[src/sv/mesr_pkg.sv]
// shared constants and types for the midi sysex reassembler
`default_nettype none

package mesr_pkg;

    typedef logic [7:0] byte_t;
    typedef logic [1:0] kind_t;

    // midi byte codes
    localparam byte_t RT_MASK  = 8'hF8;
    localparam byte_t SX_START = 8'hF0;
    localparam byte_t SX_END   = 8'hF7;
    localparam byte_t DATA_MAX = 8'h7F;

    // result kinds
    localparam kind_t KIND_SHORT = 2'd0;
    localparam kind_t KIND_RT    = 2'd1;
    localparam kind_t KIND_SYSEX = 2'd2;

    function automatic logic is_realtime(input byte_t b);
        is_realtime = ((b & RT_MASK) == RT_MASK);
    endfunction

endpackage

`default_nettype wire

[src/sv/mesr_store.sv]
// sysex byte store, one write port and one registered read port
`default_nettype none

module mesr_store #(
    parameter int DEPTH = 32,
    parameter int AW    = 5
) (
    input  wire logic              clk,
    input  wire logic              wr_en,
    input  wire logic [AW-1:0]     wr_addr,
    input  wire mesr_pkg::byte_t   wr_data,
    input  wire logic              rd_en,
    input  wire logic [AW-1:0]     rd_addr,
    output mesr_pkg::byte_t        rd_data
);

    mesr_pkg::byte_t mem [DEPTH];
    mesr_pkg::byte_t rd_data_reg;

    always_ff @(posedge clk)
    begin
        if (wr_en)
        begin
            mem[wr_addr] <= wr_data;
        end
    end

    always_ff @(posedge clk)
    begin
        if (rd_en)
        begin
            rd_data_reg <= mem[rd_addr];
        end
    end

    assign rd_data = rd_data_reg;

endmodule

`default_nettype wire

[src/sv/midi_event_sysex_reassembler_unit.sv]
// top level of the midi event sysex reassembler
// short and realtime beats are decoded in the status state and registered at the output
// one input word at a time: the next is accepted only back in the idle state
// sysex words: a status state, then a byte state per byte up to f7 or the word's end
// an f7 run then reads each stored byte and loads it into the output register
// reset: control state and output valid clear; payload registers and store not reset
`default_nettype none

module midi_event_sysex_reassembler_unit #(
    parameter int BUFFER_DEPTH = 32
) (
    input  wire logic        clk,
    input  wire logic        rst_n,
    // input beat
    input  wire logic        s_axis_tvalid,
    output logic             s_axis_tready,
    input  wire logic [31:0] s_axis_tdata,   // event_word
    // output beat
    output logic             m_axis_tvalid,
    input  wire logic        m_axis_tready,
    output logic [31:0]      m_axis_tdata,   // status_byte, data_one, data_two, sysex_byte
    output logic             m_axis_tlast,   // sysex_last
    output logic [2:0]       m_axis_tuser    // kind (2), sysex_truncated
);

    localparam int CW = $clog2(BUFFER_DEPTH + 1);
    localparam int AW = $clog2(BUFFER_DEPTH);

    // sequencer states
    localparam logic [2:0] ST_IDLE   = 3'd0;
    localparam logic [2:0] ST_STATUS = 3'd1;
    localparam logic [2:0] ST_BYTE   = 3'd2;
    localparam logic [2:0] ST_READ   = 3'd3;
    localparam logic [2:0] ST_EMIT   = 3'd4;

    logic [2:0]  state_reg,    state_next;
    logic [31:0] word_reg,     word_next;
    logic [1:0]  pos_reg,      pos_next;
    logic        in_sysex_reg, in_sysex_next;
    logic [CW-1:0] count_reg,  count_next;
    logic        ovf_reg,      ovf_next;
    logic [CW-1:0] rd_idx_reg, rd_idx_next;
    logic [CW-1:0] rd_idx_inc;

    // output register, parts the sequencer from the downstream stall
    logic              out_valid_reg, out_valid_next;
    mesr_pkg::kind_t   out_kind_reg;
    mesr_pkg::byte_t   out_status_reg, out_d1_reg, out_d2_reg, out_sx_reg;
    logic              out_last_reg, out_trunc_reg;
    logic              out_free;

    // beat to load this cycle
    logic              emit;
    mesr_pkg::kind_t   emit_kind;
    mesr_pkg::byte_t   emit_status, emit_d1, emit_d2, emit_sx;
    logic              emit_last, emit_trunc;

    mesr_pkg::byte_t   st_byte, cur_byte, rd_data;
    logic              restart, run_active, run_last;
    logic              wr_en, rd_en;

    assign st_byte    = word_reg[7:0];
    assign cur_byte   = word_reg[{pos_reg, 3'b000} +: 8];
    assign out_free   = !out_valid_reg || m_axis_tready;
    assign rd_idx_inc = rd_idx_reg + CW'(1);
    assign run_last   = (rd_idx_inc == count_reg);

    // a non-realtime status other than f7 aborts a partial message
    assign restart    = in_sysex_reg && (st_byte > mesr_pkg::DATA_MAX)
                        && (st_byte < mesr_pkg::SX_END);
    assign run_active = in_sysex_reg && !restart;

    // writes happen only in the byte state and reads only in the read state,
    // so the two ports never touch the store in the same cycle
    mesr_store #(
        .DEPTH (BUFFER_DEPTH),
        .AW    (AW)
    ) u_store (
        .clk     (clk),
        .wr_en   (wr_en),
        .wr_addr (count_reg[AW-1:0]),
        .wr_data (cur_byte),
        .rd_en   (rd_en),
        .rd_addr (rd_idx_reg[AW-1:0]),
        .rd_data (rd_data)
    );

    always_comb
    begin
        state_next    = state_reg;
        word_next     = word_reg;
        pos_next      = pos_reg;
        in_sysex_next = in_sysex_reg;
        count_next    = count_reg;
        ovf_next      = ovf_reg;
        rd_idx_next   = rd_idx_reg;
        wr_en         = 1'b0;
        rd_en         = 1'b0;
        emit          = 1'b0;
        emit_kind     = mesr_pkg::KIND_SHORT;
        emit_status   = '0;
        emit_d1       = '0;
        emit_d2       = '0;
        emit_sx       = '0;
        emit_last     = 1'b0;
        emit_trunc    = 1'b0;

        case (state_reg)
            ST_IDLE:
            begin
                if (s_axis_tvalid)
                begin
                    word_next  = s_axis_tdata;
                    state_next = ST_STATUS;
                end
            end

            ST_STATUS:
            begin
                if (out_free)
                begin
                    pos_next = 2'd0;
                    if (run_active)
                    begin
                        state_next = ST_BYTE;
                    end
                    else
                    begin
                        // outside sysex, or the partial run just dropped
                        in_sysex_next = 1'b0;
                        count_next    = '0;
                        ovf_next      = 1'b0;
                        if (mesr_pkg::is_realtime(st_byte))
                        begin
                            emit        = 1'b1;
                            emit_kind   = mesr_pkg::KIND_RT;
                            emit_status = st_byte;
                            state_next  = ST_IDLE;
                        end
                        else if (st_byte != mesr_pkg::SX_START)
                        begin
                            emit        = 1'b1;
                            emit_kind   = mesr_pkg::KIND_SHORT;
                            emit_status = st_byte;
                            emit_d1     = word_reg[15:8];
                            emit_d2     = word_reg[23:16];
                            state_next  = ST_IDLE;
                        end
                        else
                        begin
                            in_sysex_next = 1'b1;
                            state_next    = ST_BYTE;
                        end
                    end
                end
            end

            ST_BYTE:
            begin
                if (out_free)
                begin
                    if (mesr_pkg::is_realtime(cur_byte))
                    begin
                        // embedded realtime goes straight out, not stored
                        emit        = 1'b1;
                        emit_kind   = mesr_pkg::KIND_RT;
                        emit_status = cur_byte;
                    end
                    else
                    begin
                        if (count_reg < CW'(BUFFER_DEPTH))
                        begin
                            wr_en      = 1'b1;
                            count_next = count_reg + CW'(1);
                        end
                        else
                        begin
                            ovf_next = 1'b1;
                        end
                    end

                    if (!mesr_pkg::is_realtime(cur_byte) && (cur_byte == mesr_pkg::SX_END))
                    begin
                        // end of message, rest of the word is ignored
                        rd_idx_next = '0;
                        state_next  = ST_READ;
                    end
                    else if (pos_reg == 2'd3)
                    begin
                        state_next = ST_IDLE;
                    end
                    else
                    begin
                        pos_next = pos_reg + 2'd1;
                    end
                end
            end

            ST_READ:
            begin
                rd_en      = 1'b1;
                state_next = ST_EMIT;
            end

            ST_EMIT:
            begin
                if (out_free)
                begin
                    emit       = 1'b1;
                    emit_kind  = mesr_pkg::KIND_SYSEX;
                    emit_sx    = rd_data;
                    emit_last  = run_last;
                    emit_trunc = ovf_reg;
                    if (run_last)
                    begin
                        in_sysex_next = 1'b0;
                        count_next    = '0;
                        ovf_next      = 1'b0;
                        state_next    = ST_IDLE;
                    end
                    else
                    begin
                        rd_idx_next = rd_idx_inc;
                        state_next  = ST_READ;
                    end
                end
            end

            default:
            begin
                state_next = ST_IDLE;
            end
        endcase
    end

    assign out_valid_next = emit ? 1'b1 : (m_axis_tready ? 1'b0 : out_valid_reg);

    always_ff @(posedge clk or negedge rst_n)
    begin
        if (!rst_n)
        begin
            state_reg     <= ST_IDLE;
            pos_reg       <= '0;
            in_sysex_reg  <= 1'b0;
            count_reg     <= '0;
            ovf_reg       <= 1'b0;
            rd_idx_reg    <= '0;
            out_valid_reg <= 1'b0;
        end
        else
        begin
            state_reg     <= state_next;
            pos_reg       <= pos_next;
            in_sysex_reg  <= in_sysex_next;
            count_reg     <= count_next;
            ovf_reg       <= ovf_next;
            rd_idx_reg    <= rd_idx_next;
            out_valid_reg <= out_valid_next;
        end
    end

    // payload registers, no reset
    always_ff @(posedge clk)
    begin
        word_reg <= word_next;
        if (emit)
        begin
            out_kind_reg   <= emit_kind;
            out_status_reg <= emit_status;
            out_d1_reg     <= emit_d1;
            out_d2_reg     <= emit_d2;
            out_sx_reg     <= emit_sx;
            out_last_reg   <= emit_last;
            out_trunc_reg  <= emit_trunc;
        end
    end

    assign s_axis_tready = (state_reg == ST_IDLE);
    assign m_axis_tvalid = out_valid_reg;
    assign m_axis_tdata  = {out_sx_reg, out_d2_reg, out_d1_reg, out_status_reg};
    assign m_axis_tlast  = out_last_reg;
    assign m_axis_tuser  = {out_trunc_reg, out_kind_reg};

endmodule

`default_nettype wire

[config.mk]
export PLATFORM = sky130hd
export DESIGN_NAME = midi_event_sysex_reassembler_unit
export DESIGN_NICKNAME = d
export VERILOG_FILES = /design/src/sv/mesr_pkg.sv /design/src/sv/mesr_store.sv /design/src/sv/midi_event_sysex_reassembler_unit.sv
export SDC_FILE = /design/constraint.sdc
export NUM_CORES = 1
export LEC_CHECK = 0
export ABC_AREA = 1
export BUFFER_PORTS_ARGS = -buffer_cell sky130_fd_sc_hd__clkbuf_2
export CAP_MARGIN = 40
export CORE_MARGIN = 10
export CORE_UTILIZATION = 50
export CTS_CLUSTER_DIAMETER = 120
export DETAILED_ROUTE_END_ITERATION = 12
export PLACE_DENSITY_LB_ADDON = 0.3
export SLEW_MARGIN = 0
export SYNTH_ARGS = -nofsm -noshare
export SYNTH_HDL_FRONTEND = slang
export SYNTH_SLANG_ARGS = --single-unit
[constraint.sdc]
create_clock -name clk -period 3.7 [get_ports clk]
set_clock_uncertainty 0.2 [all_clocks]
set_input_delay 0.185 -clock clk [delete_from_list [all_inputs] [get_ports clk]]
set_output_delay 0.185 -clock clk [all_outputs]
set_load 0.01 [all_outputs]
==> impl_summary.log, run 1 <==
[metrics] Synth-to-Final Area Change: 15.4%
[metrics] count of vias placed by the detailed router: 9904
[metrics] Clock Latency Late Sink: 0.52 ns
[metrics] detail-routed via count per cell: 5.71
[metrics] clock sink total: 352
[metrics] top cell family by delay on the critical path: buffers and inverters
[metrics] post-detail-place hpwl: 22.2 mm
[metrics] CTS tree: done
[metrics] final core utilization: 58.5%
[metrics] root buffer cell: sky130_fd_sc_hd__clkbuf_16
[metrics] number of library cell types mapped by synthesis: 31
[metrics] detailed-route DRC error count: 0
[metrics] y dimension of the die: 191 um
[metrics] total setup violations reported at the end of the flow: 0
[metrics] total I/O pin count: 74
[metrics] met2 layer usage reported by global route: 32.6%
[metrics] total number of nets in the final design: 1365
[metrics] CTS buffer count: 36
[metrics] routability cong.: 0.883
[metrics] Routed WL: 36.3 mm
[metrics] element type at the critical path start: flop
[metrics] count of non-filler cells in the finished layout: 1735
[metrics] source of the worst register-to-register timing path: rd_idx_reg[1]
[metrics] sum of buffers and inverters on the critical path: 2
[metrics] number of buffers inserted by hold repair at cts: 38
[metrics] Hold Path Class: primary input to flop
[metrics] number of routed nets with antenna violations: 0
[metrics] area of the mapped netlist: 14600 sq um
[metrics] placed cell count: 1631
[metrics] IO buf count: 73
[metrics] diode insertion count for antenna repair: 0
[metrics] terminus of the critical flop-to-flop path: state_reg[0]
[metrics] Max Slew Vio Count: 0
[metrics] floorplan die width: 191 um
[metrics] number of instances on the worst hold path: 2
[metrics] First DRT Iteration DRCs: 1184
[metrics] largest net degree at the start of global routing: 106
[metrics] max-capacitance violation count: 0
[metrics] die outline area: 36400 sq um
[metrics] run status: finished clean
[metrics] met1 GRT Util: 26.1%
[metrics] Gate Count Post-Synth: 1210
[metrics] top area cells in the synthesized netlist: sky130_fd_sc_hd__edfxtp_1 (68%), sky130_fd_sc_hd__nor2_1 (5.5%), sky130_fd_sc_hd__o21ai_0 (4.8%)
[metrics] GR Overflow Total: 0
[metrics] final worst-path cycle share: 87.2%
[metrics] remaining max-slew budget at the tightest pin: 39.7%
[metrics] deepest level of the CTS H-tree: 2
[metrics] data required time at the worst endpoint: 3.90 ns
[metrics] Arrival @ worst endpoint: 3.43 ns
[metrics] power consumption: 0.0120 W
[metrics] hold path endpoint: word_reg[1]
[metrics] number of flip-flops under the largest register name: 256
[metrics] vias in the first global route: 9951
[metrics] routed wire length per instance: 20.9 um
[metrics] starting density of the core: 50.7%
[metrics] total iterations of the first detailed-routing run: 5
[metrics] Rows: 62
[metrics] Total GRT Usage: 19.8%
[metrics] busiest layer in global routing: met2
[metrics] Register-to-Register Path Depth: 14
[metrics] top cell type by total area after synthesis: sky130_fd_sc_hd__edfxtp_1
[metrics] Net Count, Synth: 1252
[metrics] start-to-end type of the worst setup path: flop to flop
[metrics] crit-path max FO: 69
[metrics] global-route wire length before repair: 55.9 mm
[metrics] Critical Path Sink Type: flop
[metrics] cell at the slowest stage of the critical path: sky130_fd_sc_hd__buf_4
[metrics] start point of the worst min-delay path: s_axis_tdata[1]
[metrics] CP cell instances: buf_4, ha_1, nand2_1, nand2_1, nand2_1, nand2_1, nand2_1, nor2_1, nand3_2, nand2_4, nand3_2, nand2_1, nand2_1, dlygate4sd3_1
[metrics] synthesized area per cell: 12.1 sq um
[metrics] cell mode on critical path: sky130_fd_sc_hd__nand2_1
[metrics] fill cell instance count of the final layout: 2302
[metrics] total power per unit cell area: 714 nW/um^2
[metrics] number of antenna violations at the first check in global routing: 0
[metrics] Ys Warns: 0
[metrics] count of final hold-check violations: 0
[metrics] top-area cell type share of the netlist area: 68.3%
[metrics] # resized after CTS: 0
[metrics] peak supply drop: 0.000509 V
[metrics] max frequency: 310 MHz
[metrics] floorplan core area: 28800 sq um
[metrics] largest buffer count on any clock path: 3
[metrics] max incr delay on CP: 0.55 ns
[metrics] #FFs+latches synth: 352
[metrics] Reg clk slew, reported paths: 0.07 ns
[metrics] R2R Setup Slk: 0.47 ns
[metrics] unrepaired setup endpoints after global routing: no
[metrics] Static Leak: 6.16 nW
[metrics] sequential element share of the synthesized area: 71.8%
[metrics] Fin Setup TNS: 0 ns
[metrics] Worst-Margin Slew: 0.905 ns
[metrics] layout cells sized above 1: 14.3%
[metrics] post-route minimum period: 3.23 ns
[metrics] worst slack after detailed placement: 0.729 ns
[metrics] met3 usage: 3.40%
[metrics] Post CTS Setup Buffer Count: 0
[metrics] final critical-path setup slack: 0.473 ns
==> per-layer routing <==
metal	routed length, um	up-vias
li1	-	4579
met1	14800	4823
met2	17700	432
met3	2860	70
met4	984	0
met5	0	-
==> worst max path at each step <==
stage,from,end,slack [ns],depth (start not counted)
final,rd_idx_reg[1],state_reg[0],0.47,14
after global routing,rd_idx_reg[1],state_reg[0],0.27,14
after CTS,rd_idx_reg[1],state_reg[0],0.47,14
after detailed placement,pos_reg[0],u_store.mem[27][1],0.73,10
after global placement,pos_reg[0],out_sx_reg[5],0.69,9
after floorplan,m_axis_tvalid,m_axis_tlast,0.90,5
==> power breakdown <==
group / switching, W / internal, W / total [W]
Sequential: 0.000242 / 0.00533 / 0.00557
Combinational: 0.00226 / 0.000799 / 0.00306
Clock: 0.00146 / 0.00192 / 0.00338
==> area by class of cell <==
cell class / instances / area (sq um) / area share, %
sequential: 352 / 10500 / 62.2
timing repair buffer: 137 / 966 / 5.74
clock buffer: 46 / 960 / 5.70
clock inverter: 20 / 136 / 0.810
tap: 384 / 480 / 2.85
inverter: 77 / 290 / 1.72
multi-input combinational: 719 / 3530 / 21.0
==> cells in the mapped netlist <==
library cell and number:
sky130_fd_sc_hd__o21ai_0 139, sky130_fd_sc_hd__o21bai_2 1, sky130_fd_sc_hd__a211oi_1 1, sky130_fd_sc_hd__buf_6 4
sky130_fd_sc_hd__a21oi_1 15, sky130_fd_sc_hd__clkbuf_1 28, sky130_fd_sc_hd__inv_1 65, sky130_fd_sc_hd__edfxtp_1 332
sky130_fd_sc_hd__nand3_2 7, sky130_fd_sc_hd__buf_2 23, sky130_fd_sc_hd__ha_1 6, sky130_fd_sc_hd__o21ai_1 12
sky130_fd_sc_hd__a22oi_1 1, sky130_fd_sc_hd__inv_2 12, sky130_fd_sc_hd__nand4_1 13, sky130_fd_sc_hd__nor3_1 4
sky130_fd_sc_hd__o21bai_1 1, sky130_fd_sc_hd__nor2_1 212, sky130_fd_sc_hd__nor2_2 7, sky130_fd_sc_hd__buf_1 2
sky130_fd_sc_hd__and2_1 5, sky130_fd_sc_hd__nand2_4 3, sky130_fd_sc_hd__dfrtp_1 20, sky130_fd_sc_hd__nand2_1 146
sky130_fd_sc_hd__o221ai_1 48, sky130_fd_sc_hd__buf_4 5, sky130_fd_sc_hd__o211ai_1 5, sky130_fd_sc_hd__o22ai_1 14
sky130_fd_sc_hd__nand3_1 70, sky130_fd_sc_hd__nor3b_1 1, sky130_fd_sc_hd__nand2_2 8
==> stage by stage <==
step	hold slack [ns]	cell area [sq um]
finish	0.188	16800
global placement	-0.0113	15300
CTS	0.174	16800
global route	0.189	16800
floorplan	-0.311	14600
detailed placement	-0.0125	15400
==> cells in the final DEF (no fill, tap or decap), types with 2 or more instances in the layout <==
cell type,count
sky130_fd_sc_hd__a21oi_1,15
sky130_fd_sc_hd__dfrtp_1,18
sky130_fd_sc_hd__nand2_4,3
sky130_fd_sc_hd__buf_4,24
sky130_fd_sc_hd__inv_1,65
sky130_fd_sc_hd__nand3_2,8
sky130_fd_sc_hd__o21ai_1,12
sky130_fd_sc_hd__nand2_2,8
sky130_fd_sc_hd__clkbuf_16,37
sky130_fd_sc_hd__o21ai_0,139
sky130_fd_sc_hd__dlygate4sd3_1,38
sky130_fd_sc_hd__nand2_1,146
sky130_fd_sc_hd__clkinvlp_4,3
sky130_fd_sc_hd__clkinv_2,8
sky130_fd_sc_hd__inv_6,2
sky130_fd_sc_hd__buf_12,2
sky130_fd_sc_hd__clkinv_1,6
sky130_fd_sc_hd__edfxtp_1,332
sky130_fd_sc_hd__nand3_1,69
sky130_fd_sc_hd__and2_1,5
sky130_fd_sc_hd__o211ai_1,5
sky130_fd_sc_hd__nor3_1,3
sky130_fd_sc_hd__nand4_1,13
sky130_fd_sc_hd__clkbuf_1,9
sky130_fd_sc_hd__clkbuf_2,73
sky130_fd_sc_hd__inv_2,11
sky130_fd_sc_hd__ha_1,6
sky130_fd_sc_hd__o221ai_1,48
sky130_fd_sc_hd__o22ai_1,14
sky130_fd_sc_hd__nor2_1,211
sky130_fd_sc_hd__nor2_2,8
==> kinds of logic (layout without fill, tap and decap cells) <==
group / count (synthesis) / after routing / share of synthesized area (%)
AND/OR/NAND/NOR: 476 / 476 / 13.9
adder cells (fa/ha/maj): 6 / 6 / 0.515
AO/OA/AOI/OAI: 237 / 237 / 9.67
buffers and inverters: 139 / 280 / 4.11
flip-flops: 352 / 352 / 71.8
==> worst reg2reg max path, cell delays in order, from the launching register on <==
cell                            delay, ns
sky130_fd_sc_hd__dfrtp_2             0.36
sky130_fd_sc_hd__buf_4               0.55
sky130_fd_sc_hd__ha_1                0.38
sky130_fd_sc_hd__nand2_1             0.10
sky130_fd_sc_hd__nand2_1             0.13
sky130_fd_sc_hd__nand2_1             0.05
sky130_fd_sc_hd__nand2_1             0.06
sky130_fd_sc_hd__nand2_1             0.05
sky130_fd_sc_hd__nor2_1              0.16
sky130_fd_sc_hd__nand3_2             0.15
sky130_fd_sc_hd__nand2_4             0.20
sky130_fd_sc_hd__nand3_2             0.08
sky130_fd_sc_hd__nand2_1             0.07
sky130_fd_sc_hd__nand2_1             0.05
sky130_fd_sc_hd__dlygate4sd3_1       0.54
No activity file was read; power rests on OpenSTA's default activity.
==> inputs of run 2 (changes only) <==
CTS_BUF_LIST = sky130_fd_sc_hd__clkbuf_2   (was not set)
==> run 2 against run 1 <==
  * Combinational power increased by 2%
  * Routed wire length increased by 4.7%
  * Clock power decreased by 26%
  * Critical path depth unchanged
==> impl_summary.log, run 2 (synthesis gave the netlist of run 1 again) <==
[metrics] CTS tree: done
[metrics] Max Slew Vio Count: 0
[metrics] Fin Setup TNS: 0 ns
[metrics] count of non-filler cells in the finished layout: 1848
[metrics] max frequency: 307 MHz
[metrics] number of flip-flops under the largest register name: 256
[metrics] largest buffer count on any clock path: 3
[metrics] sum of buffers and inverters on the critical path: 2
[metrics] start-to-end type of the worst setup path: flop to flop
[metrics] First DRT Iteration DRCs: 1156
[metrics] vias in the first global route: 10600
[metrics] total setup violations reported at the end of the flow: 0
[metrics] global-route wire length before repair: 59.1 mm
[metrics] Clk network pwr share: 22.4%
[metrics] number of instances on the worst hold path: 6
[metrics] # resized after CTS: 0
[metrics] count of final hold-check violations: 0
[metrics] cell mode on critical path: sky130_fd_sc_hd__nand2_1
[metrics] element type at the critical path start: flop
[metrics] worst slack after detailed placement: 0.729 ns
[metrics] max incr delay on CP: 0.56 ns
[metrics] post-route minimum period: 3.26 ns
[metrics] detailed-route DRC error count: 0
[metrics] Hold Path Class: primary input to flop
[metrics] most common cell after layout, fill and taps aside: sky130_fd_sc_hd__edfxtp_1
[metrics] most used cells in the layout excluding fill and tap cells: sky130_fd_sc_hd__edfxtp_1 (332), sky130_fd_sc_hd__nor2_1 (211), sky130_fd_sc_hd__clkbuf_2 (188)
[metrics] y dimension of the die: 191 um
[metrics] clock sink total: 352
[metrics] GR Overflow Total: 0
[metrics] unrepaired setup endpoints after global routing: no
[metrics] final core utilization: 58.5%
[metrics] terminus of the critical flop-to-flop path: state_reg[0]
[metrics] CP cell instances: buf_4, ha_1, nand2_1, nand2_1, nand2_1, nand2_1, nand2_1, nor2_1, nand3_2, nand2_4, nand3_2, nand2_1, nand2_1, dlygate4sd3_1
[metrics] remaining max-slew budget at the tightest pin: 38.9%
[metrics] total power per unit cell area: 666 nW/um^2
[metrics] peak supply drop: 0.000432 V
[metrics] Reg clk slew, reported paths: 0.12 ns
[metrics] internal power consumption: 0.00713 W
[metrics] combinational share of power: 27.9%
[metrics] placed cell count: 1631
[metrics] total number of nets in the final design: 1449
[metrics] Routed WL: 38.0 mm
[metrics] Total GRT Usage: 21.0%
[metrics] Synth-to-Final Area Change: 15.5%
[metrics] switching share of total power: 36.4%
[metrics] Register-to-Register Path Depth: 14
[metrics] fill cell instance count of the final layout: 2338
[metrics] floorplan core area: 28800 sq um
[metrics] total I/O pin count: 74
[metrics] number of antenna violations at the first check in global routing: 1
[metrics] layout cells sized above 1: 18.1%
[metrics] count of vias placed by the detailed router: 10400
[metrics] final critical-path setup slack: 0.444 ns
[metrics] Clock Latency Late Sink: 0.93 ns
[metrics] CTS buffer count: 86
[metrics] die outline area: 36400 sq um
[metrics] detail-routed via count per cell: 5.65
[metrics] largest net degree at the start of global routing: 106
[metrics] Critical Path Sink Type: flop
[metrics] Arrival @ worst endpoint: 3.81 ns
[metrics] floorplan die width: 191 um
[metrics] number of routed nets with antenna violations: 0
[metrics] Rows: 62
[metrics] run status: finished clean
[metrics] routed wire length per instance: 20.6 um
[metrics] total iterations of the first detailed-routing run: 8
[metrics] IO buf count: 73
[metrics] Sequential Power Share: 49.7%
[metrics] root buffer cell: sky130_fd_sc_hd__clkbuf_2
[metrics] net switching power: 0.00409 W
[metrics] crit-path max FO: 69
[metrics] final worst-path cycle share: 88.0%
[metrics] Worst-Margin Slew: 0.917 ns
[metrics] post-detail-place hpwl: 22.2 mm
[metrics] data required time at the worst endpoint: 4.26 ns
[metrics] R2R Setup Slk: 0.44 ns
[metrics] starting density of the core: 50.7%
[metrics] top cell family by delay on the critical path: buffers and inverters
[metrics] power consumption: 0.0112 W
[metrics] source of the worst register-to-register timing path: rd_idx_reg[1]
[metrics] hold path endpoint: state_reg[1]
[metrics] cell at the slowest stage of the critical path: sky130_fd_sc_hd__buf_4
[metrics] deepest level of the CTS H-tree: 3
[metrics] Static Leak: 6.33 nW
[metrics] max-capacitance violation count: 0
[metrics] routability cong.: 0.883
[metrics] start point of the worst min-delay path: s_axis_tvalid
==> run 2: changes by cell type in the layout (fill, tap and decap cells not counted) <==
cell,before,now
sky130_fd_sc_hd__clkinv_4,1,2
sky130_fd_sc_hd__buf_8,0,1
sky130_fd_sc_hd__clkinv_1,6,21
sky130_fd_sc_hd__clkbuf_2,73,188
sky130_fd_sc_hd__diode_2,0,2
sky130_fd_sc_hd__clkbuf_16,37,0
sky130_fd_sc_hd__dlygate4sd3_1,38,71
sky130_fd_sc_hd__bufinv_16,1,2
sky130_fd_sc_hd__inv_6,2,1
sky130_fd_sc_hd__clkinvlp_4,3,1
sky130_fd_sc_hd__clkbuf_1,9,0
sky130_fd_sc_hd__clkinv_2,8,2
==> run 2: repair_timing <==
| action | CTS | global route |
|---|---|---|
| buffers inserted | 0 | 0 |
| endpoints found under the hold margin | 114 | 2 |
| hold buffers | 70 | 1 |
==> run 2: power groups by stage <==
stage	Clock, W	Sequential [W]	Combinational, W
2_1_floorplan	0	0.00565	0.00177
3_5_place_dp	0	0.00564	0.00301
3_3_place_gp	0	0.00565	0.00293
4_1_cts	0.00254	0.00556	0.00309
5_1_grt	0.00278	0.00561	0.00343
6_report	0.00251	0.00558	0.00313
==> run 2: worst max-delay path by stage <==
| stage | start | depth (start not counted) | to | slack (ns) |
|---|---|---|---|---|
| after global routing | rd_idx_reg[1] | 14 | state_reg[0] | 0.29 |
| after floorplan | m_axis_tvalid | 5 | m_axis_tlast | 0.90 |
| after detailed placement | pos_reg[0] | 10 | u_store.mem[27][1] | 0.73 |
| final | rd_idx_reg[1] | 14 | state_reg[0] | 0.44 |
| after CTS | rd_idx_reg[1] | 14 | state_reg[0] | 0.48 |
| after global placement | pos_reg[0] | 9 | out_sx_reg[5] | 0.69 |
==> run 2: area by class of cell <==
class	count	area, sq um	share of cell area (%)
flip-flops and latches	352	10500	62.2
multi-input cells	719	3530	21.0
repair buffers	171	1310	7.78
clock buffers	115	576	3.42
well taps	384	480	2.85
inverters	77	290	1.72
clock inverters	28	178	1.05
diodes	2	5.00	0.0297
==> run 2: worst register-to-register path: stages (launching register included) <==
cell	delay, ns
sky130_fd_sc_hd__dfrtp_2	0.38
sky130_fd_sc_hd__buf_4	0.56
sky130_fd_sc_hd__ha_1	0.38
sky130_fd_sc_hd__nand2_1	0.10
sky130_fd_sc_hd__nand2_1	0.13
sky130_fd_sc_hd__nand2_1	0.05
sky130_fd_sc_hd__nand2_1	0.06
sky130_fd_sc_hd__nand2_1	0.05
sky130_fd_sc_hd__nor2_1	0.16
sky130_fd_sc_hd__nand3_2	0.15
sky130_fd_sc_hd__nand2_4	0.20
sky130_fd_sc_hd__nand3_2	0.08
sky130_fd_sc_hd__nand2_1	0.07
sky130_fd_sc_hd__nand2_1	0.05
sky130_fd_sc_hd__dlygate4sd3_1	0.54
==> run 2: stage by stage <==
| stage | hold WS (ns) | area (sq um) |
|---|---|---|
| after floorplan | -0.311 | 14600 |
| after global placement | -0.0113 | 15300 |
| after detailed placement | -0.0125 | 15400 |
| after CTS | 0.0648 | 16800 |
| after global routing | 0.151 | 16800 |
| final | 0.166 | 16800 |
==> run 2: routing by layer <==
layer  GRT usage (%)  vias up  wire length, um
met5               0        -                0
li1                -     4786                -
met3            4.55       85             3090
met2            35.2      529            19000
met1            26.2     5044            14900
met4            7.69        0              983
==> inputs of run 3 (changes only) <==
PLACE_DENSITY = 0.67   (was not set)
PLACE_DENSITY_LB_ADDON = not set   (was 0.3)
==> run 3 against run 2 <==
  * Core utilization down 0.17 points
  * Cell area down 0.28%
  * Sequential cell count did not move
  * Clock power is 2% higher
  * Routed wire length is 0.58% higher
  * Critical endpoint unchanged
  * First-iteration DRC count down 6.3%
  * Sequential power fell by 2%
  * Die area is the same
  * Register-to-register slack better by 0.12 ns
  * Global-route usage is 0.076 points higher
  * Clock-buffer cell count grew 3
==> impl_summary.log, run 3 (synthesis gave the netlist of run 1 again) <==
[metrics] total iterations of the first detailed-routing run: 8
[metrics] Critical Path Sink Type: flop
[metrics] count of non-filler cells in the finished layout: 1842
[metrics] unrepaired setup endpoints after global routing: no
[metrics] Arrival @ worst endpoint: 3.67 ns
[metrics] Fin Setup TNS: 0 ns
[metrics] clock sink total: 352
[metrics] vias in the first global route: 10400
[metrics] total I/O pin count: 74
[metrics] total number of nets in the final design: 1440
[metrics] root buffer cell: sky130_fd_sc_hd__clkbuf_2
[metrics] run status: finished clean
[metrics] internal power consumption: 0.00716 W
[metrics] Clock Latency Late Sink: 0.91 ns
[metrics] y dimension of the die: 191 um
[metrics] remaining max-slew budget at the tightest pin: 35.1%
[metrics] Rows: 62
[metrics] number of routed nets with antenna violations: 0
[metrics] starting density of the core: 50.7%
[metrics] crit-path max FO: 23
[metrics] peak supply drop: 0.000440 V
[metrics] Hold Path Class: primary input to async pin
[metrics] routability cong.: 0.887
[metrics] total power per unit cell area: 673 nW/um^2
[metrics] Static Leak: 6.32 nW
[metrics] combinational share of power: 28.8%
[metrics] GR Overflow Total: 0
[metrics] Routed WL: 38.2 mm
[metrics] CTS buffer count: 86
[metrics] data required time at the worst endpoint: 4.23 ns
[metrics] switching share of total power: 36.6%
[metrics] First DRT Iteration DRCs: 1083
[metrics] element type at the critical path start: flop
[metrics] count of vias placed by the detailed router: 10300
[metrics] most common cell after layout, fill and taps aside: sky130_fd_sc_hd__edfxtp_1
[metrics] CTS tree: done
[metrics] # resized after CTS: 0
[metrics] detail-routed via count per cell: 5.61
[metrics] post-route minimum period: 3.13 ns
[metrics] number of flip-flops under the largest register name: 256
[metrics] number of antenna violations at the first check in global routing: 1
[metrics] IO buf count: 73
[metrics] global-route wire length before repair: 58.9 mm
[metrics] max frequency: 319 MHz
[metrics] deepest level of the CTS H-tree: 3
[metrics] Clk network pwr share: 22.6%
[metrics] largest net degree at the start of global routing: 139
[metrics] routed wire length per instance: 20.8 um
[metrics] die outline area: 36400 sq um
[metrics] Worst-Margin Slew: 0.972 ns
[metrics] layout cells sized above 1: 17.9%
[metrics] Post CTS Setup Buffer Count: 0
[metrics] Synth-to-Final Area Change: 15.2%
[metrics] most used cells in the layout excluding fill and tap cells: sky130_fd_sc_hd__edfxtp_1 (332), sky130_fd_sc_hd__nor2_1 (211), sky130_fd_sc_hd__clkbuf_2 (191)
[metrics] final worst-path cycle share: 84.7%
[metrics] largest buffer count on any clock path: 3
[metrics] floorplan core area: 28800 sq um
[metrics] start-to-end type of the worst setup path: flop to flop
[metrics] Reg clk slew, reported paths: 0.10 ns
[metrics] post-detail-place hpwl: 22.4 mm
[metrics] Max Slew Vio Count: 0
[metrics] count of final hold-check violations: 0
[metrics] Total GRT Usage: 21.1%
[metrics] net switching power: 0.00414 W
[metrics] floorplan die width: 191 um
[metrics] detailed-route DRC error count: 0
[metrics] placed cell count: 1623
[metrics] number of buffers inserted by hold repair at cts: 70
[metrics] total setup violations reported at the end of the flow: 0
[metrics] max-capacitance violation count: 0
[metrics] Sequential Power Share: 48.6%
==> run 3: layout make-up <==
class | instances | area (sq um)
multi-input cells | 719 | 3520
flip-flops and latches | 352 | 10500
clock buffers | 118 | 591
fillers | 2322 | 12000
inverters | 77 | 290
diodes | 2 | 5.00
repair buffers | 162 | 1250
well taps | 384 | 480
clock inverters | 28 | 180
==> run 3: through the flow <==
step	power [W]	hold slack, ns	instance area (sq um)	util, %	setup WS [ns]
4_1_cts	0.0113	0.0602	16800	58.3	0.586
3_3_place_gp	0.00872	-0.0129	15300	53.2	1.02
6_report	0.0113	0.0669	16800	58.4	0.566
3_5_place_dp	0.00873	-0.0144	15300	53.2	0.961
5_1_grt	0.0119	0.0251	16800	58.4	0.298
2_1_floorplan	0.00742	-0.311	14600	-	0.905
==> run 3: power by group through the flow <==
stage	logic (W)	clock network, W	registers (W)
after detailed placement	0.00317	0	0.00557
after CTS	0.00324	0.00260	0.00548
after global placement	0.00315	0	0.00556
after floorplan	0.00177	0	0.00565
after global routing	0.00357	0.00282	0.00553
final	0.00325	0.00256	0.00549
==> run 3: path summary, 6_finish.rpt <==
kind                          startpoint             to  slack [ns]  depth (start not counted)
setup / recovery           rd_idx_reg[2]   state_reg[0]        0.57                         13
hold / removal                     rst_n  rd_idx_reg[3]        0.07                          3
setup reg to reg           rd_idx_reg[2]   state_reg[0]        0.57                         13
hold reg to reg                  ovf_reg        ovf_reg        0.28                          2
max in group asynchronous          rst_n  rd_idx_reg[0]        2.82                          4
min in group clk           s_axis_tvalid   state_reg[1]        0.16                          6
==> run 3: critical path, cell delays in order (launching register included) <==
cell	delay (ns)
sky130_fd_sc_hd__dfrtp_1	0.85
sky130_fd_sc_hd__buf_4	0.41
sky130_fd_sc_hd__nand2_1	0.12
sky130_fd_sc_hd__nand2_1	0.10
sky130_fd_sc_hd__nand2_1	0.05
sky130_fd_sc_hd__nand2_1	0.05
sky130_fd_sc_hd__nand2_1	0.05
sky130_fd_sc_hd__nor2_1	0.14
sky130_fd_sc_hd__nand3_2	0.13
sky130_fd_sc_hd__nand2_4	0.18
sky130_fd_sc_hd__nand3_2	0.07
sky130_fd_sc_hd__nand2_1	0.06
sky130_fd_sc_hd__nand2_1	0.04
sky130_fd_sc_hd__dlygate4sd3_1	0.54
==> run 3: routing by layer <==
metal / track usage [%] / wire, um
met5: 0 / 0
met4: 7.24 / 912
met3: 4.81 / 3270
met2: 34.2 / 18900
met1: 27.3 / 15100
